$ cat src/hw/rtl/assert_macros.svh
// assertion macros shared by the top level, the queue and the conversion pipeline
`ifndef ASSERT_MACROS_SVH
`define ASSERT_MACROS_SVH
`ifndef ASSERT_OFF
`define ASSERT_CHK(lbl, clk, rst_n, prop) \
	lbl: assert property (@(posedge clk) disable iff (!rst_n) prop) \
		else $error("assertion failed");
`define ASSERT_NEVER(lbl, clk, rst_n, cond) \
	lbl: assert property (@(posedge clk) disable iff (!rst_n) !(cond)) \
		else $error("forbidden condition");
`else
`define ASSERT_CHK(lbl, clk, rst_n, prop)
`define ASSERT_NEVER(lbl, clk, rst_n, cond)
`endif
`endif

$ cat src/hw/rtl/ecf_pkg.sv
// types and constants of the epoch to calendar converter
package ecf_pkg;

	localparam logic signed [53:0] TIME_LIMIT = 54'sd8640000000000000;
	localparam logic [54:0] OFS_MS = 55'd8640000000000000;

	localparam logic [8:0] MONTH_START [12] = '{
		9'd0, 9'd31, 9'd59, 9'd90, 9'd120, 9'd151,
		9'd181, 9'd212, 9'd243, 9'd273, 9'd304, 9'd334
	};

	typedef struct packed {
		logic oor;
		logic [53:0] ofs_ms;
	} ecf_item_t;

	typedef struct packed {
		logic [19:0] year;
		logic [3:0] month;
		logic [4:0] day_of_month;
		logic [8:0] day_in_year;
		logic leap_year;
		logic [4:0] hour;
		logic [5:0] minute;
		logic [5:0] second;
		logic [9:0] millisecond;
		logic out_of_range;
	} ecf_result_t;

endpackage

$ cat src/hw/rtl/ecf_front.sv
// input stage: range check and shift of the time to a non-negative offset
module ecf_front (
	input logic clk,
	input logic arst_n,
	input logic push,
	input logic signed [53:0] time_ms,
	output logic full,
	output logic out_valid,
	output ecf_pkg::ecf_item_t out_item,
	input logic out_ready
);
	import ecf_pkg::*;

	logic vld_s1;
	ecf_item_t item_s1;
	logic oor;
	logic [54:0] sum;

	assign oor = (time_ms > TIME_LIMIT) || (time_ms < -TIME_LIMIT);
	assign sum = 55'(time_ms) + OFS_MS;
	assign full = vld_s1 && !out_ready;
	assign out_valid = vld_s1;
	assign out_item = item_s1;

	always_ff @(posedge clk or negedge arst_n) begin
		if (!arst_n) begin
			vld_s1 <= 1'b0;
		end else if (!full) begin
			vld_s1 <= push;
		end
	end

	always_ff @(posedge clk) begin
		if (!full && push) begin
			item_s1.oor <= oor;
			item_s1.ofs_ms <= oor ? '0 : sum[53:0];
		end
	end

endmodule

$ cat config.mk
export PLATFORM = sky130hd
export DESIGN_NAME = ecf_front
export DESIGN_NICKNAME = d
export VERILOG_FILES = /design/src/hw/rtl/assert_macros.svh /design/src/hw/rtl/ecf_pkg.sv /design/src/hw/rtl/ecf_front.sv
export SDC_FILE = /design/constraint.sdc
export NUM_CORES = 1
export LEC_CHECK = 0
export BUFFER_PORTS_ARGS = -buffer_cell sky130_fd_sc_hd__buf_4
export CAP_MARGIN = 10
export CORE_MARGIN = 3
export CORE_UTILIZATION = 50
export DETAILED_ROUTE_END_ITERATION = 6
export GPL_ROUTABILITY_DRIVEN = 0
export GPL_TIMING_DRIVEN = 0
export HOLD_SLACK_MARGIN = 0.08
export PLACE_DENSITY = 0.76
export SETUP_SLACK_MARGIN = 0.4
export SLEW_MARGIN = 20
export SYNTH_ARGS = -nofsm -noshare
export SYNTH_HDL_FRONTEND = slang
export SYNTH_SLANG_ARGS = --single-unit
$ cat constraint.sdc
create_clock -name clk -period 3.1 [get_ports clk]
set_input_delay 0.155 -clock clk [delete_from_list [all_inputs] [get_ports clk]]
set_output_delay 0.155 -clock clk [all_outputs]
set_load 0.05 [all_outputs]
==> qor.yml <==
vias: 2840
async_flop_share: 0.0179
cp.required_ps: 3180
port_buffers: 103
grt_max_degree: 56
crit_path_end_kind: "flip-flop"
fin_skew_ps: 9.06
gr-total-overflow: 0
synth_top_area_share: 0.501
die_h_um: 87.2
yosys.area.top_type: "edfxtp_1"
hpwl_um: 6330
worstHoldPathCells: 3
ant_nets: 0
std_cell_rows: 28
clk_pin_slew_ps: 110
syn_nets: 386
synthFlopType: "edfxtp_1"
tritoncts: "done"
vias_per_cell: 5.53
synthDistinctLibCells: 57
crit_family: "compound AO/OA/AOI/OAI gates"
cts_htree_levels: 2
ir_drop_uv: 323
drv_cap: 0
n_antenna_cell: 0
tightestPinTransition_ps: 774
post-route-period-util: 0.764
post-route-drc-count: 0
max-slew-margin-rel: 0.483
syn_inst: 326
setup-violations-final: 0
rsz0062_at_grt: "no"
clock_latency_ps: 320
path_max_fanout: 10
slowest_stage: "o311ai_4"
fin_setup_tns_ps: 0
netlist_area_um2: 3290
firstDrtPassIters: 5
grt_util_met2: 0.366
syn2layout_area_growth_pct: 30.5
cts_max_path_buffers: 2
grt_pass1_vias: 2576
met1_usage: 0.290
drt_wl_total_um: 8380
crit_path_cell_trace: "buf_4 -> inv_1 -> ha_1 -> nand2b_1 -> a2111o_1 -> nand4_1 -> nand3b_1 -> o311ai_4 -> buf_6 -> nor2_1"
nNetsFinal: 498
finalHoldViolCount: 0
layout_common_cells: "103 x buf_4, 57 x nor2_1, 55 x edfxtp_1"
start_util: 0.537
clock_sinks: 56
synth.avg_cell_area_um2: 10.1
grtUsageTotal: 0.215
status: "complete, no violations"
synth-seq-area-share: 0.509
synth_edf_count: 55
drv_slew: 0
total_power_uw: 1940
fin_crit_ps: 2370
grt_pass1_wl_um: 12800
reg2reg_slack_ps: 1550
leakage_uw: 0.00177
arrival_ps: 2450
cts_root_buffer: "clkbuf_8"
grt-busiest-layer: "met2"
r2r-start: "out_valid"
min_to: "out_item[10]"
min_path_type: "primary input to flip-flop"
grt_use_met3: 0.0369
post_cts_buffers: 0
coreArea_um2: 6130
crit_path_start_kind: "primary input"
drive_gt1_frac: 0.310
dieArea_um2: 7600
max_clock_freq_ghz: 0.422
wl_per_cell_um: 16.3
crit_buf_inv: 3
io_pins: 115
power.density_nw_per_um2: 450
ys.warnings.count: 0
first_iter_violations: 134
cp_slowest_stage_delay_ps: 690
layout_commonest_cell: "buf_4"
antenna_found_initial: 0
cts_buffers: 5
critPathKind: "primary input to flip-flop"
die_w_um: 87.2
synth_area_leaders: "edfxtp_1 50%, nor2_1 6.5%, xnor2_1 4.0%"
reg2reg_depth: 2
r2r_end: "out_item[40]"
holdCritStartpoint: "time_ms[10]"
synth_seq_cells: 56
[worst max path at each step]
stage | from | end | slack [ps] | cells after the start
after detailed placement | time_ms[18] | out_item[23] | 430 | 10
after global placement | time_ms[18] | out_item[25] | 440 | 10
after CTS | time_ms[18] | out_item[23] | 740 | 10
after floorplan | out_valid | out_item[0] | 620 | 2
final | time_ms[18] | out_item[23] | 730 | 10
after global routing | time_ms[18] | out_item[23] | 610 | 10
[where the power goes]
| part | switching (uW) | internal [uW] |
|---|---|---|
| Combinational | 346 | 179 |
| Clock | 254 | 244 |
| Sequential | 13.5 | 900 |
| Total | 613 | 1320 |
[repair_timing]
item | 4_1_cts | 5_1_grt
hold buffers | 2 | 0
resized for setup | 0 | 0
hold endpoints to repair | 2 | 0
[kinds of logic after synthesis]
family          Yosys count  share of synthesized area
buf+inv                  42                     0.0668
fa+ha+maj                 2                    0.00759
simple gates            144                      0.224
flops                    56                      0.509
compound gates           57                      0.126
xor+xnor                 24                     0.0638
mux                       1                    0.00304
[Yosys cell counts (all sizes together), types with 2 or more instances]
| master | count |
|---|---|
| a211o | 2 |
| a21o | 3 |
| a21oi | 19 |
| a31oi | 2 |
| and3 | 5 |
| buf | 10 |
| clkbuf | 8 |
| edfxtp | 55 |
| ha | 2 |
| inv | 24 |
| nand2 | 18 |
| nand2b | 7 |
| nand3 | 10 |
| nand3b | 3 |
| nand4 | 6 |
| nand4b | 2 |
| nor2 | 57 |
| nor2b | 3 |
| nor3 | 7 |
| nor3b | 2 |
| nor4 | 10 |
| o211ai | 2 |
| o21a | 4 |
| o21ai | 9 |
| o311ai | 3 |
| o31ai | 3 |
| or2 | 2 |
| or3 | 3 |
| or4 | 4 |
| xnor2 | 15 |
| xor2 | 9 |
[cell type report]
class	instances	area, um2
Fill cell	504	1830
Sequential cell	56	1680
Multi-Input combinational cell	228	1400
Timing Repair Buffer	105	793
Buffer	18	130
Tap cell	75	93.8
Inverter	24	90.1
Clock buffer	5	68.8
Clock inverter	3	46.3
[routing by layer]
metal / vias up / wire [um] / share of wire
met5: - / 0 / 0
met4: 0 / 78 / 0.0093
met3: 10 / 617 / 0.074
met2: 113 / 4090 / 0.49
met1: 1323 / 3590 / 0.43
li1: 1394 / - / -
[through the flow]
stage	std cells	worst slack [ps]	hold WS [ps]	util	area, um2
2_1_floorplan	326	617	-141	-	3290
3_3_place_gp	504	444	-69.2	0.679	4160
3_5_place_dp	504	434	-67.0	0.679	4160
4_1_cts	514	743	140	0.701	4300
5_1_grt	514	612	144	0.701	4300
6_report	514	731	134	0.701	4300
[sequential cells by signal, summed over array words and instances (netlist names)]
signal,flops
out_valid,1
out_item,55
[worst min-delay path, cell delays in order]
cell	delay, ps
buf_4	80
inv_1	30
nor2_1	80
Power figures use the tool's default switching activity.
