**src/hw/rtl/assert_macros.svh**
```systemverilog
// assertion macros shared by the top level, the queue and the conversion pipeline
`ifndef ASSERT_MACROS_SVH
`define ASSERT_MACROS_SVH
`ifndef ASSERT_OFF
`define ASSERT_CHK(lbl, clk, rst_n, prop) \
	lbl: assert property (@(posedge clk) disable iff (!rst_n) prop) \
		else $error("assertion failed");
`define ASSERT_NEVER(lbl, clk, rst_n, cond) \
	lbl: assert property (@(posedge clk) disable iff (!rst_n) !(cond)) \
		else $error("forbidden condition");
`else
`define ASSERT_CHK(lbl, clk, rst_n, prop)
`define ASSERT_NEVER(lbl, clk, rst_n, cond)
`endif
`endif

```
**src/hw/rtl/ecf_fifo.sv**
```systemverilog
// small register queue
`include "assert_macros.svh"
module ecf_fifo #(
	parameter int W = 8,
	parameter int DEPTH = 4
) (
	input logic clk,
	input logic arst_n,
	input logic push,
	input logic [W-1:0] wdata,
	input logic pop,
	output logic full,
	output logic empty,
	output logic [W-1:0] rdata
);
	localparam int AW = (DEPTH > 1) ? $clog2(DEPTH) : 1;
	localparam logic [AW-1:0] LAST = AW'(DEPTH - 1);
	localparam logic [AW:0] FULL_CNT = (AW+1)'(DEPTH);

	logic [W-1:0] mem_q [DEPTH];
	logic [AW-1:0] wr_q;
	logic [AW-1:0] rd_q;
	logic [AW:0] cnt_q;

	assign full = cnt_q == FULL_CNT;
	assign empty = cnt_q == '0;
	assign rdata = mem_q[rd_q];

	always_ff @(posedge clk or negedge arst_n) begin
		if (!arst_n) begin
			wr_q <= '0;
			rd_q <= '0;
			cnt_q <= '0;
		end else begin
			if (push) begin
				wr_q <= (wr_q == LAST) ? '0 : wr_q + 1'b1;
			end
			if (pop) begin
				rd_q <= (rd_q == LAST) ? '0 : rd_q + 1'b1;
			end
			if (push && !pop) begin
				cnt_q <= cnt_q + 1'b1;
			end else if (pop && !push) begin
				cnt_q <= cnt_q - 1'b1;
			end
		end
	end

	always_ff @(posedge clk) begin
		if (push) begin
			mem_q[wr_q] <= wdata;
		end
	end

	`ASSERT_NEVER(a_overflow, clk, arst_n, push && full && !pop)
	`ASSERT_NEVER(a_underflow, clk, arst_n, pop && empty)

endmodule

```
**config.mk**
```make
export PLATFORM = sky130hd
export DESIGN_NAME = ecf_fifo
export DESIGN_NICKNAME = d
export VERILOG_FILES = /design/src/hw/rtl/ecf_fifo.sv
export VERILOG_INCLUDE_DIRS = /design/src /design/src/hw/rtl
export SDC_FILE = /design/constraint.sdc
export NUM_CORES = 1
export LEC_CHECK = 0
export ABC_CLOCK_PERIOD_IN_PS = 1560
export BUFFER_PORTS_ARGS = -buffer_cell sky130_fd_sc_hd__buf_2
export CAP_MARGIN = 15
export CORE_UTILIZATION = 55
export DETAILED_ROUTE_END_ITERATION = 7
export PLACE_DENSITY = 0.77
export SYNTH_ARGS = -nofsm -noshare
export SYNTH_HDL_FRONTEND = slang
export SYNTH_SLANG_ARGS = --single-unit
```
**constraint.sdc**
```tcl
create_clock -name clk -period 1.56 [get_ports clk]
set_input_delay 0.312 -clock clk [delete_from_list [all_inputs] [get_ports clk]]
set_output_delay 0.312 -clock clk [all_outputs]
set_load 0.01 [all_outputs]
```
==> summary.md <==
| Metric | Value |
|---|---|
| Synth Register Bits | `39` |
| Initial antenna violation count | `0` |
| R2R depth | `4` |
| Syn_nets | `98` |
| Drt drc | `0` |
| R2R setup slack | `about 0.21 ns` |
| Final net count | `133` |
| Dominant synthesized flop cell | `edfxtp_1` |
| Vias in the first global route | `803` |
| Syn Inst Count | `between 70 and 80` |
| Largest net degree at the start of global routing | `13` |
| Final Util | `between 70 and 80%` |
| CP endpoint | `rdata[7]` |
| Vias/cell | `~5.3` |
| Sequential area share after synthesis | `72.5%` |
| All-Layer GR Usage | `18.2%` |
| CTS sink cnt | `39` |
| GP Congestion | `0.688` |
| Crit path DAT | `roughly 1.6 ns` |
| Most common cell in the synthesized netlist | `edfxtp_1` |
| CP max stage delay | `around 0.52 ns` |
| Clock transition at path regs | `0.11 ns` |
| Ys async rst share | `between 15 and 20%` |
| H-Tree Depth | `2` |
| Sequential power share | `about half` |
| Comb pwr share | `between 30% and 40%` |
| First-pass GRT wire length | `a little under 4 mm` |
| Die X | `55.4 um` |
| Synth cell types | `18` |
| DRT Pass-1 Iters | `4` |
| Fmax | `536 MHz` |
| Yosys top cell area share | `approximately three fifths` |
| Critical path depth | `3` |
| CP required | `~1.3 ns` |
| Vias | `773` |
| Worst-margin pin slew | `0.419 ns` |
| Synth top area cells | `edfxtp_1 61%, mux4_2 11%, dfrtp_1 11%` |
| Reg area | `1140 um2` |
| Fillers | `roughly 160` |
| Die ar. | `3070 um2` |
| Clk pwr share | `17.0%` |
| RR Startpoint | `cnt_q[0]` |
| Synth-to-layout area growth | `18.8%` |
| Root Buffer | `clkbuf_4` |
| Final WS setup | `-0.307 ns` |
| DRT iter0 DRCs | `9` |
| Tot Pwr | `roughly 3.1 mW` |
| Worst r2r dst | `cnt_q[2]` |
| Crit-path max FO | `9` |
| Setup crit start | `rd_q[0]` |
| Leakage | `a little over 0.7 nW` |
| Initial Utilization | `60.5%` |
| Cell family with most CP delay | `multiplexers` |
| Crit path kind | `reg2out` |
| Status | `finished, violations left` |
| Int Power | `roughly 2.2 mW` |
| DRT antenna net count | `0` |
| WP buf/inv | `2` |
| Final Max Slew Viols | `0` |
| Worst min path class | `in2reg` |
| Grt ovf | `0` |
| Bufs on Longest Clock Path | `2` |
| Final period util | `120%` |
| IO Port Bufs | `21` |
| Setup-failing EPs final | `8` |
| Die H | `55.4 um` |
| Footprint of the multi-input gates | `400 um2` |
| Sw Ratio | `about 29%` |
| Switching pwr | `905 uW` |
| Fin Setup TNS | `-2.21 ns` |
| TritonCTS buffer count | `5` |
| Critical path, cell by cell | `buf_12 > mux4_2 > buf_2` |
| Synth top cells by count | `32 x edfxtp_1, 8 x mux4_2, 7 x dfrtp_1` |
| CP startpoint kind | `register` |
| Detailed Route WL | `between 2 and 2.5 mm` |
| RSZ-0062 raised after global routing | `yes` |
| Mean Syn Cell Area | `around 20 um2` |
| Min cycle time layout | `1.87 ns` |
| Crit-path slowest cell | `mux4_2` |
| Core ar. | `between 2000 and 3000 um2` |
| Pwr Density | `1660 nW/um2` |
| Max IR drop VDD | `around 1.3 mV` |
| CP endpoint kind | `primary output` |
| Failing checks | `setup timing` |
| Post-synth top area cell | `edfxtp_1` |
| Row count | `18` |
| Antenna diode count | `0` |
| WHS | `~0.18 ns` |
| Number of max-cap violations | `0` |
| Clk_lat worst skew | `0.34 ns` |
| Synth Cell Area | `approximately 1600 um2` |
| Pre-CTS setup slack | `-0.100 ns` |
| DR WL/cell | `roughly 17 um` |
| Post-synth EDFFs | `32` |
| Num ports | `22` |
| Yosys warnings | `0` |
| CTS tree | `built` |
| Share of layout cells above drive strength 1 | `roughly 41%` |
| Max-slew headroom | `between 70 and 80%` |
| Hpwl dp | `around 1.7 mm` |
| Final Hold Viols | `0` |
| Clock Skew | `about 0.012 ns` |
==> through the flow <==
stage / std cells / area (um2)
2_1_floorplan: 79 / 1570
3_3_place_gp: 135 / 1760
3_5_place_dp: 135 / 1760
4_1_cts: 145 / 1840
5_1_grt: 145 / 1860
6_report: 145 / 1860
==> power groups by stage <==
stage               logic [mW]  registers (mW)  clock network, mW
global route              1.15            1.55              0.576
CTS                       1.00            1.52              0.541
finish                    1.04            1.52              0.525
global placement         0.933            1.54                  0
floorplan                0.676            1.47                  0
detailed placement       0.958            1.55                  0
==> cell families after synthesis <==
logic type | synth area share [%]
AO/OA/AOI/OAI | 1.20
adder cells (fa/ha/maj) | 6.07
multiplexers | 12.9
AND/OR/NAND/NOR | 3.67
buffers and inverters | 1.99
flip-flops | 72.5
XOR/XNOR | 1.68
==> layout by cell type (no fill, tap or decap), types with 2 or more instances in the layout <==
| cell | count |
|---|---|
| and2_1 | 4 |
| buf_2 | 17 |
| buf_4 | 7 |
| buf_6 | 4 |
| clkbuf_4 | 5 |
| dfrtp_1 | 7 |
| edfxtp_1 | 32 |
| ha_1 | 6 |
| inv_1 | 4 |
| mux2_2 | 2 |
| mux4_2 | 8 |
| nand2_1 | 2 |
| nor2_1 | 2 |
| nor3_1 | 2 |
| o21ai_0 | 2 |
| xor2_1 | 2 |
==> worst min-delay path by stage <==
stage	depth (start not counted)	slack, ns	to	startpoint
floorplan	0	0.02	cnt_q[0]	arst_n
global placement	1	0.15	rd_q[1]	arst_n
detailed placement	1	0.15	rd_q[0]	arst_n
CTS	1	0.16	mem_q[3][7]	wdata[7]
global route	1	0.16	mem_q[2][7]	wdata[7]
finish	1	0.18	mem_q[1][4]	wdata[4]
==> layer usage <==
layer	track usage (%)	share of wire, %	wire length [um]
met1	24.0	44	1060
met4	12.9	2.9	70
met5	0	0	0
met2	26.2	48	1150
met3	5.15	5.0	120
==> worst reg2reg max path: cells and delay by family (launching register included) <==
| kind | cells | cell delay (ns) |
|---|---|---|
| AND/OR/NAND/NOR | 1 | 0.11 |
| XOR/XNOR | 2 | 0.29 |
| adder cells (fa/ha/maj) | 1 | 0.44 |
| flip-flops | 1 | 0.44 |
==> layout make-up <==
cell class	instances	area share [%]
clock inverters	1	0.269
well taps	30	2.02
flip-flops and latches	39	61.0
repair buffers	30	11.4
inverters	4	0.806
clock buffers	7	2.96
multi-input cells	34	21.5
==> flip-flops by register name, indices dropped and copies added, names as in the netlist <==
name and count:
mem_q 32, wr_q 2, cnt_q 3, rd_q 2
==> what timing repair did <==
| item | CTS | global route |
|---|---|---|
| buffers inserted | 1 | 0 |
| gates resized for setup | 1 | 3 |
| hold buffers | 1 | 0 |
| endpoints found under the hold margin | 7 | 0 |
| setup endpoints to repair | 8 | 8 |
Note: power is estimated with default switching activity, not from simulation.
