**src/hw/rtl/assert_macros.svh**
```systemverilog
// assertion macros shared by the top level, the queue and the conversion pipeline
`ifndef ASSERT_MACROS_SVH
`define ASSERT_MACROS_SVH
`ifndef ASSERT_OFF
`define ASSERT_CHK(lbl, clk, rst_n, prop) \
	lbl: assert property (@(posedge clk) disable iff (!rst_n) prop) \
		else $error("assertion failed");
`define ASSERT_NEVER(lbl, clk, rst_n, cond) \
	lbl: assert property (@(posedge clk) disable iff (!rst_n) !(cond)) \
		else $error("forbidden condition");
`else
`define ASSERT_CHK(lbl, clk, rst_n, prop)
`define ASSERT_NEVER(lbl, clk, rst_n, cond)
`endif
`endif

```
**src/hw/rtl/ecf_pkg.sv**
```systemverilog
// types and constants of the epoch to calendar converter
package ecf_pkg;

	localparam logic signed [53:0] TIME_LIMIT = 54'sd8640000000000000;
	localparam logic [54:0] OFS_MS = 55'd8640000000000000;

	localparam logic [8:0] MONTH_START [12] = '{
		9'd0, 9'd31, 9'd59, 9'd90, 9'd120, 9'd151,
		9'd181, 9'd212, 9'd243, 9'd273, 9'd304, 9'd334
	};

	typedef struct packed {
		logic oor;
		logic [53:0] ofs_ms;
	} ecf_item_t;

	typedef struct packed {
		logic [19:0] year;
		logic [3:0] month;
		logic [4:0] day_of_month;
		logic [8:0] day_in_year;
		logic leap_year;
		logic [4:0] hour;
		logic [5:0] minute;
		logic [5:0] second;
		logic [9:0] millisecond;
		logic out_of_range;
	} ecf_result_t;

endpackage

```
**src/hw/rtl/ecf_cdiv.sv**
```systemverilog
// pipelined divider by a constant: reciprocal multiply, remainder and one correction step
module ecf_cdiv #(
	parameter int N_W = 16,
	parameter int Q_W = 4,
	parameter int DIV = 10,
	parameter int S_W = 1
) (
	input logic clk,
	input logic arst_n,
	input logic adv,
	input logic in_valid,
	input logic [N_W-1:0] in_num,
	input logic [S_W-1:0] in_side,
	output logic out_valid,
	output logic [Q_W-1:0] out_quo,
	output logic [$clog2(DIV)-1:0] out_rem,
	output logic [S_W-1:0] out_side
);
	localparam int R_W = $clog2(DIV);
	localparam int T_SH = (N_W > 32) ? N_W - 32 : 0;
	localparam int R_SH = N_W + 2;
	localparam int P_W = N_W - T_SH;
	localparam longint unsigned RECIP = (64'd1 << R_SH) / 64'(DIV);
	localparam int M_W = $clog2(RECIP + 64'd1);
	localparam int PR_W = P_W + M_W;
	localparam logic [M_W-1:0] M_C = M_W'(RECIP);
	localparam logic [R_W:0] DIV_C = (R_W+1)'(DIV);

	logic vld_s1;
	logic vld_s2;
	logic vld_s3;
	logic [PR_W-1:0] prod_s1;
	logic [R_W:0] nl_s1;
	logic [R_W:0] nl_s2;
	logic [S_W-1:0] side_s1;
	logic [S_W-1:0] side_s2;
	logic [S_W-1:0] side_s3;
	logic [Q_W-1:0] q_s2;
	logic [Q_W-1:0] q_s3;
	logic [R_W:0] qd_s2;
	logic [R_W-1:0] r_s3;
	logic [Q_W-1:0] q_est;
	logic [R_W:0] r_est;
	logic ge;

	// estimate is the true quotient or one below it
	assign q_est = Q_W'(prod_s1 >> (R_SH - T_SH));
	assign r_est = nl_s2 - qd_s2;
	assign ge = r_est >= DIV_C;

	always_ff @(posedge clk or negedge arst_n) begin
		if (!arst_n) begin
			vld_s1 <= 1'b0;
			vld_s2 <= 1'b0;
			vld_s3 <= 1'b0;
		end else if (adv) begin
			vld_s1 <= in_valid;
			vld_s2 <= vld_s1;
			vld_s3 <= vld_s2;
		end
	end

	always_ff @(posedge clk) begin
		if (adv) begin
			prod_s1 <= {{M_W{1'b0}}, in_num[N_W-1:T_SH]} * {{P_W{1'b0}}, M_C};
			nl_s1 <= in_num[R_W:0];
			side_s1 <= in_side;
			q_s2 <= q_est;
			qd_s2 <= (R_W+1)'(q_est) * DIV_C;
			nl_s2 <= nl_s1;
			side_s2 <= side_s1;
			q_s3 <= ge ? q_s2 + 1'b1 : q_s2;
			r_s3 <= ge ? R_W'(r_est - DIV_C) : R_W'(r_est);
			side_s3 <= side_s2;
		end
	end

	assign out_valid = vld_s3;
	assign out_quo = q_s3;
	assign out_rem = r_s3;
	assign out_side = side_s3;

endmodule

```
**src/hw/rtl/ecf_back.sv**
```systemverilog
// conversion pipeline: day split, 400-year era split, century and four-year split, month and time of day
`include "assert_macros.svh"
module ecf_back (
	input logic clk,
	input logic arst_n,
	input logic in_valid,
	input ecf_pkg::ecf_item_t in_item,
	output logic in_ready,
	output logic out_valid,
	output ecf_pkg::ecf_result_t out_res,
	input logic out_ready
);
	import ecf_pkg::*;

	localparam logic [20:0] YEAR_BASE = 21'(-271999);
	localparam logic [27:0] ERA_OFS = 28'd65122;
	localparam logic [17:0] CENT_1 = 18'd36524;
	localparam logic [17:0] CENT_2 = 18'd73048;
	localparam logic [17:0] CENT_3 = 18'd109572;
	localparam logic [10:0] YR_1 = 11'd365;
	localparam logic [10:0] YR_2 = 11'd730;
	localparam logic [10:0] YR_3 = 11'd1095;

	typedef struct packed {
		logic oor;
		logic [9:0] low;
	} side_a_t;

	typedef struct packed {
		logic oor;
		logic [26:0] msday;
	} side_b_t;

	typedef struct packed {
		logic oor;
		logic [26:0] msday;
		logic [10:0] era;
		logic [1:0] cent;
	} side_d_t;

	typedef struct packed {
		logic oor;
		logic [19:0] year;
		logic [3:0] month;
		logic [4:0] dom;
		logic [8:0] diy;
		logic leap;
	} date_t;

	typedef struct packed {
		date_t date;
		logic [4:0] hour;
	} side_m_t;

	typedef struct packed {
		date_t date;
		logic [4:0] hour;
		logic [5:0] minute;
	} side_s_t;

	logic adv;

	// days since the shifted epoch
	side_a_t sa_in, sa;
	logic va;
	logic [27:0] qa;
	logic [16:0] ra;

	assign sa_in = '{oor: in_item.oor, low: in_item.ofs_ms[9:0]};

	ecf_cdiv #(.N_W(44), .Q_W(28), .DIV(84375), .S_W($bits(side_a_t))) u_div_day (
		.clk(clk), .arst_n(arst_n), .adv(adv), .in_valid(in_valid),
		.in_num(in_item.ofs_ms[53:10]), .in_side(sa_in),
		.out_valid(va), .out_quo(qa), .out_rem(ra), .out_side(sa)
	);

	logic vld_s2;
	logic [27:0] z_s2;
	logic [26:0] msday_s2;
	logic oor_s2;

	always_ff @(posedge clk or negedge arst_n) begin
		if (!arst_n) begin
			vld_s2 <= 1'b0;
		end else if (adv) begin
			vld_s2 <= va;
		end
	end

	always_ff @(posedge clk) begin
		if (adv) begin
			z_s2 <= qa + ERA_OFS;
			msday_s2 <= {ra, sa.low};
			oor_s2 <= sa.oor;
		end
	end

	// 400-year eras
	side_b_t sb_in, sb;
	logic vb;
	logic [10:0] qb;
	logic [17:0] rb;

	assign sb_in = '{oor: oor_s2, msday: msday_s2};

	ecf_cdiv #(.N_W(28), .Q_W(11), .DIV(146097), .S_W($bits(side_b_t))) u_div_era (
		.clk(clk), .arst_n(arst_n), .adv(adv), .in_valid(vld_s2),
		.in_num(z_s2), .in_side(sb_in),
		.out_valid(vb), .out_quo(qb), .out_rem(rb), .out_side(sb)
	);

	logic [1:0] cent;
	logic [17:0] cent_ofs;

	always_comb begin
		cent = 2'({1'b0, rb >= CENT_1} + {1'b0, rb >= CENT_2} + {1'b0, rb >= CENT_3});
		unique case (cent)
			2'd0: cent_ofs = '0;
			2'd1: cent_ofs = CENT_1;
			2'd2: cent_ofs = CENT_2;
			default: cent_ofs = CENT_3;
		endcase
	end

	logic vld_s3;
	logic [15:0] rc_s3;
	side_d_t sd_s3;

	always_ff @(posedge clk or negedge arst_n) begin
		if (!arst_n) begin
			vld_s3 <= 1'b0;
		end else if (adv) begin
			vld_s3 <= vb;
		end
	end

	always_ff @(posedge clk) begin
		if (adv) begin
			rc_s3 <= 16'(rb - cent_ofs);
			sd_s3 <= '{oor: sb.oor, msday: sb.msday, era: qb, cent: cent};
		end
	end

	// four-year blocks inside a century
	side_d_t sd;
	logic vd;
	logic [4:0] qd;
	logic [10:0] rd;

	ecf_cdiv #(.N_W(16), .Q_W(5), .DIV(1461), .S_W($bits(side_d_t))) u_div_quad (
		.clk(clk), .arst_n(arst_n), .adv(adv), .in_valid(vld_s3),
		.in_num(rc_s3), .in_side(sd_s3),
		.out_valid(vd), .out_quo(qd), .out_rem(rd), .out_side(sd)
	);

	logic [1:0] yy;
	logic [10:0] yy_ofs;
	logic [20:0] c100;
	logic [20:0] yr_sum;

	always_comb begin
		yy = 2'({1'b0, rd >= YR_1} + {1'b0, rd >= YR_2} + {1'b0, rd >= YR_3});
		unique case (yy)
			2'd0: yy_ofs = '0;
			2'd1: yy_ofs = YR_1;
			2'd2: yy_ofs = YR_2;
			default: yy_ofs = YR_3;
		endcase
		unique case (sd.cent)
			2'd0: c100 = 21'd0;
			2'd1: c100 = 21'd100;
			2'd2: c100 = 21'd200;
			default: c100 = 21'd300;
		endcase
		yr_sum = {2'b0, sd.era, 8'b0} + {3'b0, sd.era, 7'b0} + {6'b0, sd.era, 4'b0}
			+ c100 + {14'b0, qd, 2'b0} + {19'b0, yy};
	end

	logic vld_s4;
	logic [19:0] year_s4;
	logic [8:0] diy_s4;
	logic leap_s4;
	logic [26:0] msday_s4;
	logic oor_s4;

	always_ff @(posedge clk or negedge arst_n) begin
		if (!arst_n) begin
			vld_s4 <= 1'b0;
		end else if (adv) begin
			vld_s4 <= vd;
		end
	end

	always_ff @(posedge clk) begin
		if (adv) begin
			year_s4 <= 20'(YEAR_BASE + yr_sum);
			diy_s4 <= 9'(rd - yy_ofs);
			leap_s4 <= (yy == 2'd3) && !((qd == 5'd24) && (sd.cent != 2'd3));
			msday_s4 <= sd.msday;
			oor_s4 <= sd.oor;
		end
	end

	// month from cumulative day bounds
	logic [3:0] mon;
	logic [8:0] mon_start;

	always_comb begin
		mon = '0;
		for (int k = 1; k < 12; k++) begin
			if (diy_s4 >= MONTH_START[k] + ((k >= 2) ? {8'b0, leap_s4} : 9'd0)) begin
				mon = 4'(k);
			end
		end
		mon_start = MONTH_START[mon] + ((mon >= 4'd2) ? {8'b0, leap_s4} : 9'd0);
	end

	logic vld_s5;
	date_t date_s5;
	logic [26:0] msday_s5;

	always_ff @(posedge clk or negedge arst_n) begin
		if (!arst_n) begin
			vld_s5 <= 1'b0;
		end else if (adv) begin
			vld_s5 <= vld_s4;
		end
	end

	always_ff @(posedge clk) begin
		if (adv) begin
			date_s5 <= '{oor: oor_s4, year: year_s4, month: mon,
				dom: 5'(diy_s4 - mon_start + 9'd1), diy: diy_s4, leap: leap_s4};
			msday_s5 <= msday_s4;
		end
	end

	// time of day
	date_t sh;
	logic vh;
	logic [4:0] qh;
	logic [21:0] rh;

	ecf_cdiv #(.N_W(27), .Q_W(5), .DIV(3600000), .S_W($bits(date_t))) u_div_hour (
		.clk(clk), .arst_n(arst_n), .adv(adv), .in_valid(vld_s5),
		.in_num(msday_s5), .in_side(date_s5),
		.out_valid(vh), .out_quo(qh), .out_rem(rh), .out_side(sh)
	);

	side_m_t sm_in, sm;
	logic vm;
	logic [5:0] qm;
	logic [15:0] rm;

	assign sm_in = '{date: sh, hour: qh};

	ecf_cdiv #(.N_W(22), .Q_W(6), .DIV(60000), .S_W($bits(side_m_t))) u_div_min (
		.clk(clk), .arst_n(arst_n), .adv(adv), .in_valid(vh),
		.in_num(rh), .in_side(sm_in),
		.out_valid(vm), .out_quo(qm), .out_rem(rm), .out_side(sm)
	);

	side_s_t ss_in, ss;
	logic vs;
	logic [5:0] qs;
	logic [9:0] rs;

	assign ss_in = '{date: sm.date, hour: sm.hour, minute: qm};

	ecf_cdiv #(.N_W(16), .Q_W(6), .DIV(1000), .S_W($bits(side_s_t))) u_div_sec (
		.clk(clk), .arst_n(arst_n), .adv(adv), .in_valid(vm),
		.in_num(rm), .in_side(ss_in),
		.out_valid(vs), .out_quo(qs), .out_rem(rs), .out_side(ss)
	);

	assign adv = !vs || out_ready;
	assign in_ready = adv;
	assign out_valid = vs;

	always_comb begin
		if (ss.date.oor) begin
			out_res = '0;
			out_res.out_of_range = 1'b1;
		end else begin
			out_res.year = ss.date.year;
			out_res.month = ss.date.month;
			out_res.day_of_month = ss.date.dom;
			out_res.day_in_year = ss.date.diy;
			out_res.leap_year = ss.date.leap;
			out_res.hour = ss.hour;
			out_res.minute = ss.minute;
			out_res.second = qs;
			out_res.millisecond = rs;
			out_res.out_of_range = 1'b0;
		end
	end

	`ASSERT_CHK(a_month_range, clk, arst_n, out_valid |-> (out_res.month <= 4'd11))
	`ASSERT_CHK(a_dom_nonzero, clk, arst_n, (out_valid && !out_res.out_of_range) |-> (out_res.day_of_month != 5'd0))

endmodule
```
**config.mk**
```make
export PLATFORM = sky130hd
export DESIGN_NAME = ecf_back
export DESIGN_NICKNAME = d
export VERILOG_FILES = /design/src/hw/rtl/ecf_pkg.sv /design/src/hw/rtl/ecf_cdiv.sv /design/src/hw/rtl/ecf_back.sv
export VERILOG_INCLUDE_DIRS = /design/src /design/src/hw/rtl
export SDC_FILE = /design/constraint.sdc
export NUM_CORES = 2
export LEC_CHECK = 0
export BUFFER_PORTS_ARGS = -buffer_cell sky130_fd_sc_hd__buf_2
export CAP_MARGIN = 40
export CORE_UTILIZATION = 60
export DETAILED_ROUTE_END_ITERATION = 8
export PLACE_DENSITY = 0.72
export REMOVE_ABC_BUFFERS = 1
export SLEW_MARGIN = 5
export SYNTH_ARGS = -nofsm -noshare
export SYNTH_HDL_FRONTEND = slang
export SYNTH_SLANG_ARGS = --single-unit
```
**constraint.sdc**
```tcl
create_clock -name clk -period 110.5 [get_ports clk]
set_input_delay 16.575 -clock clk [delete_from_list [all_inputs] [get_ports clk]]
set_output_delay 16.575 -clock clk [all_outputs]
set_load 0.03 [all_outputs]
```
==> impl_summary.log <==
INFO  metric cts_setup_buffers = 0
INFO  metric clkTransAtPathRegs = around 0.060 ns
INFO  metric max-cap-violations = 0
INFO  metric yosys.area_share.xor_xnor = under 10%
INFO  metric ys_seq_elements = around 1500
INFO  metric antenna-diode-count = 0
INFO  metric final-hold-violation-count = 0
INFO  metric highest_clock_frequency_the_design_can_meet = between 0.02 and 0.03 GHz
INFO  metric number_of_enable_type_register_cells_in_the_synthesized_netlist = approximately 1400
INFO  metric post_synth_and_or_nand_nor_area_fraction = roughly 4.5%
INFO  metric worst_r2r_startpoint = z_s2[10]$_DFFE_PP_
INFO  metric critPathKind = in -> out
INFO  metric dominant_combinational_cell_family_by_area_after_synthesis = adder cells
INFO  metric reg2reg_depth = 16
INFO  metric synthCells = just over 7000
INFO  metric globalRouteOverflowTotal = 0
INFO  metric synthMuxAreaShare = less than 1%
INFO  metric top_cells_by_area_synth = sky130_fd_sc_hd__edfxtp_1 46%, sky130_fd_sc_hd__fa_1 17%, sky130_fd_sc_hd__ha_1 17%
INFO  metric detail-route-antenna-nets = 0
INFO  metric ctsHoldBuffers = 0
INFO  metric crit_path_start_kind = input pin
INFO  metric synth-adder-area-share = between 30 and 40%
INFO  metric holdCritPathClass = reg -> reg
INFO  metric arrival = roughly 17 ns
INFO  metric port_buffers = 127
INFO  metric cts_max_path_buffers = 3
INFO  metric slowest_stage = sky130_fd_sc_hd__nand2b_4
INFO  metric antenna_found_initial = 0
INFO  metric row_count = roughly 150
INFO  metric ys_seq_area_share = a little under half
INFO  metric die_h = around 400 um
INFO  metric dominantRegCellSynth = sky130_fd_sc_hd__edfxtp_1
INFO  metric cts_root_buffer = sky130_fd_sc_hd__clkbuf_16
INFO  metric detail_route.iter0.violations = roughly 2500
INFO  metric routed_len_inst = about 17 um
INFO  metric timing.hold.worst.start = u_div_era.side_s1[24]$_DFFE_PP_
INFO  metric yosys.cell_types.count = a little over 90
INFO  metric cp_common_cell = sky130_fd_sc_hd__buf_2
INFO  metric worstMarginPinSlew = roughly 1.2 ns
INFO  metric placed_cells = between 9000 and 10000
INFO  metric tritoncts = done
INFO  metric ordered_list_of_cells_on_the_worst_path = buf_2 > nand2b_4 > buf_2
INFO  metric detailroute.via_count = slightly above 50000
INFO  metric yosys.area.top_type_share = 45.6%
INFO  metric cts.sink_count = 1458
INFO  metric path_max_fanout = 26
INFO  metric timing.slew.headroom = a little under a quarter
INFO  metric design.core.area = roughly 160000 um^2
INFO  metric area_delta_synth_final = 9.13%
INFO  metric ctsResizeCount = 0
INFO  metric grt_max_degree = ~210
INFO  metric worst_skew_pair.late_latency = around 0.8 ns
INFO  metric htree_levels = 4
INFO  metric netlist.top_cell.by_area = sky130_fd_sc_hd__edfxtp_1
INFO  metric nets = 9492
INFO  metric drt_drc_violations_left = 0
INFO  metric timing.clock.skew = about 0.059 ns
INFO  metric fin_tns_setup = 0 ns
INFO  metric gp_congestion = roughly 0.9
INFO  metric cpPeakStageDelay = 0.44 ns
INFO  metric fin_cells = roughly 9500
INFO  metric grt_first_pass_wirelength = 268000 um
INFO  metric holdPathStages = 0
INFO  metric drive_gt1_share = 6.36%
INFO  metric number_of_buffers_added_by_the_clock_tree_synthesis_step = ~150
INFO  metric share_of_the_synthesized_area_in_compound_gates_ao_oa_aoi_oai = between 5 and 6%
INFO  metric rsz0062_at_grt = false
INFO  metric hold_slack = 0.368 ns
INFO  metric start_util = between 60% and 70%
INFO  metric dr.pass1.iters = 5
INFO  metric wl = 162000 um
INFO  metric grt.total_usage = a little over a fifth
INFO  metric run_status = finished clean
INFO  metric die_area = roughly 160000 um^2
INFO  metric post-route-util = 66.0%
INFO  metric finalCritPeriodShare = between 30% and 40%
INFO  metric report.final.setup_viol = 0
INFO  metric die-width = 399 um
INFO  metric synthesis.area = 94500 um^2
INFO  metric crit_required = 93.92 ns
INFO  metric synth_warnings = 0
INFO  metric rrSetupSlack = 103.74 ns
INFO  metric grt_pass1_vias = 53600
INFO  metric finalMaxSlewViolations = 0
INFO  metric detailed_place_hpwl = around 130000 um
INFO  metric hold_path_sink = u_div_era.side_s2[24]$_DFFE_PP_
INFO  metric routed_via_density = about 5.4
INFO  metric final.min_clock_period = about 34 ns
INFO  metric synth_async_sr_flop_share = under 10%
INFO  metric capture_instance_of_the_worst_register_to_register_path = u_div_era.prod_s1[40]$_DFFE_PP_
INFO  metric synth.avg_cell_area = about 13 um^2
INFO  metric design.portCount = roughly 130
INFO  metric critical_path.endpoint_type = primary output
critical path, delay by kind of cell:
| family | cells | cell delay, ns |
|---|---|---|
| simple gates | 1 | 0.44 |
| buf+inv | 2 | 0.40 |
cell usage after synthesis (22+ instances only):
cell type,number
sky130_fd_sc_hd__inv_1,1490
sky130_fd_sc_hd__edfxtp_1,1436
sky130_fd_sc_hd__ha_1,1272
sky130_fd_sc_hd__fa_1,802
sky130_fd_sc_hd__xnor2_1,259
sky130_fd_sc_hd__a21oi_1,205
sky130_fd_sc_hd__nor2_1,200
sky130_fd_sc_hd__nand2_1,163
sky130_fd_sc_hd__o21ai_0,150
sky130_fd_sc_hd__xor2_1,134
sky130_fd_sc_hd__nor2b_1,115
sky130_fd_sc_hd__a21o_1,99
sky130_fd_sc_hd__nor3_1,84
sky130_fd_sc_hd__nand3_1,62
sky130_fd_sc_hd__o21a_1,43
sky130_fd_sc_hd__nand4_1,34
sky130_fd_sc_hd__o21bai_1,30
sky130_fd_sc_hd__clkbuf_1,29
sky130_fd_sc_hd__nand2b_1,28
sky130_fd_sc_hd__mux2_2,27
sky130_fd_sc_hd__a211oi_1,25
sky130_fd_sc_hd__a31oi_1,23
sky130_fd_sc_hd__and2_1,23
sky130_fd_sc_hd__and3_1,22
sky130_fd_sc_hd__dfrtp_1,22
cell families (layout without fill, tap and decap cells):
| group | count (synthesis) | count (layout) |
|---|---|---|
| multiplexers | 33 | 33 |
| AND/OR/NAND/NOR | 835 | 835 |
| adder cells (fa/ha/maj) | 2074 | 2074 |
| buffers and inverters | 1533 | 1931 |
| flip-flops | 1458 | 1458 |
| XOR/XNOR | 393 | 393 |
| AO/OA/AOI/OAI | 764 | 764 |
flip-flops by register name, indices dropped and copies added, names as in the netlist, 28 cells and up:
name	cells
u_div_era.side_s1	28
u_div_quad.side_s2	41
u_div_hour.side_s2	40
u_div_quad.out_side	41
u_div_hour.out_side	40
u_div_hour.side_s1	40
date_s5	40
z_s2	28
u_div_min.side_s2	45
u_div_era.side_s2	28
u_div_min.out_side	45
u_div_quad.side_s1	41
u_div_day.out_quo	28
u_div_sec.side_s1	51
u_div_sec.out_side	51
u_div_min.side_s1	45
u_div_sec.side_s2	51
sd_s3	41
u_div_day.prod_s1	28
u_div_era.out_side	28
cell type report:
cell class	count	area, um^2
Sequential cell	1458	43700
Timing Repair Buffer	158	1030
Multi-Input combinational cell	4099	45100
Inverter	1490	5590
Tap cell	2058	2570
Fill cell	11300	53200
Clock inverter	115	1350
Clock buffer	168	3860
routing by layer:
layer | share of wire, % | track usage [%] | up-vias
met5 | 0 | 0 | -
met3 | 2.8 | 2.84 | 268
li1 | - | - | 24700
met4 | 2.8 | 6.57 | 0
met1 | 43 | 26.9 | 25400
met2 | 52 | 37.7 | 671
cell usage in the layout (no fill, tap or decap), types with 134 or more instances in the layout:
cell                        count
sky130_fd_sc_hd__fa_1         802
sky130_fd_sc_hd__a21oi_1      205
sky130_fd_sc_hd__nor2_1       200
sky130_fd_sc_hd__xnor2_1      259
sky130_fd_sc_hd__edfxtp_1    1436
sky130_fd_sc_hd__ha_1        1272
sky130_fd_sc_hd__o21ai_0      150
sky130_fd_sc_hd__xor2_1       134
sky130_fd_sc_hd__clkbuf_16    152
sky130_fd_sc_hd__nand2_1      163
sky130_fd_sc_hd__inv_1       1490
worst max-delay path by stage:
stage	cells after the start	startpoint	endpoint
2_1_floorplan	1	out_ready	in_ready
3_3_place_gp	3	out_ready	in_ready
3_5_place_dp	3	out_ready	in_ready
4_1_cts	3	out_ready	in_ready
5_1_grt	3	out_ready	in_ready
6_report	3	out_ready	in_ready
metrics by stage:
stage / instance area [um^2] / setup WS [ns]
after floorplan: 94400 / 42.52
after global placement: 97800 / 76.43
after detailed placement: 98000 / 76.41
after CTS: 103000 / 76.41
after global routing: 103000 / 76.42
final: 103000 / 76.47
Power is left out: the tool's default activity adds up to more than one toggle a clock period on the data nets, which glitch-free logic cannot reach.
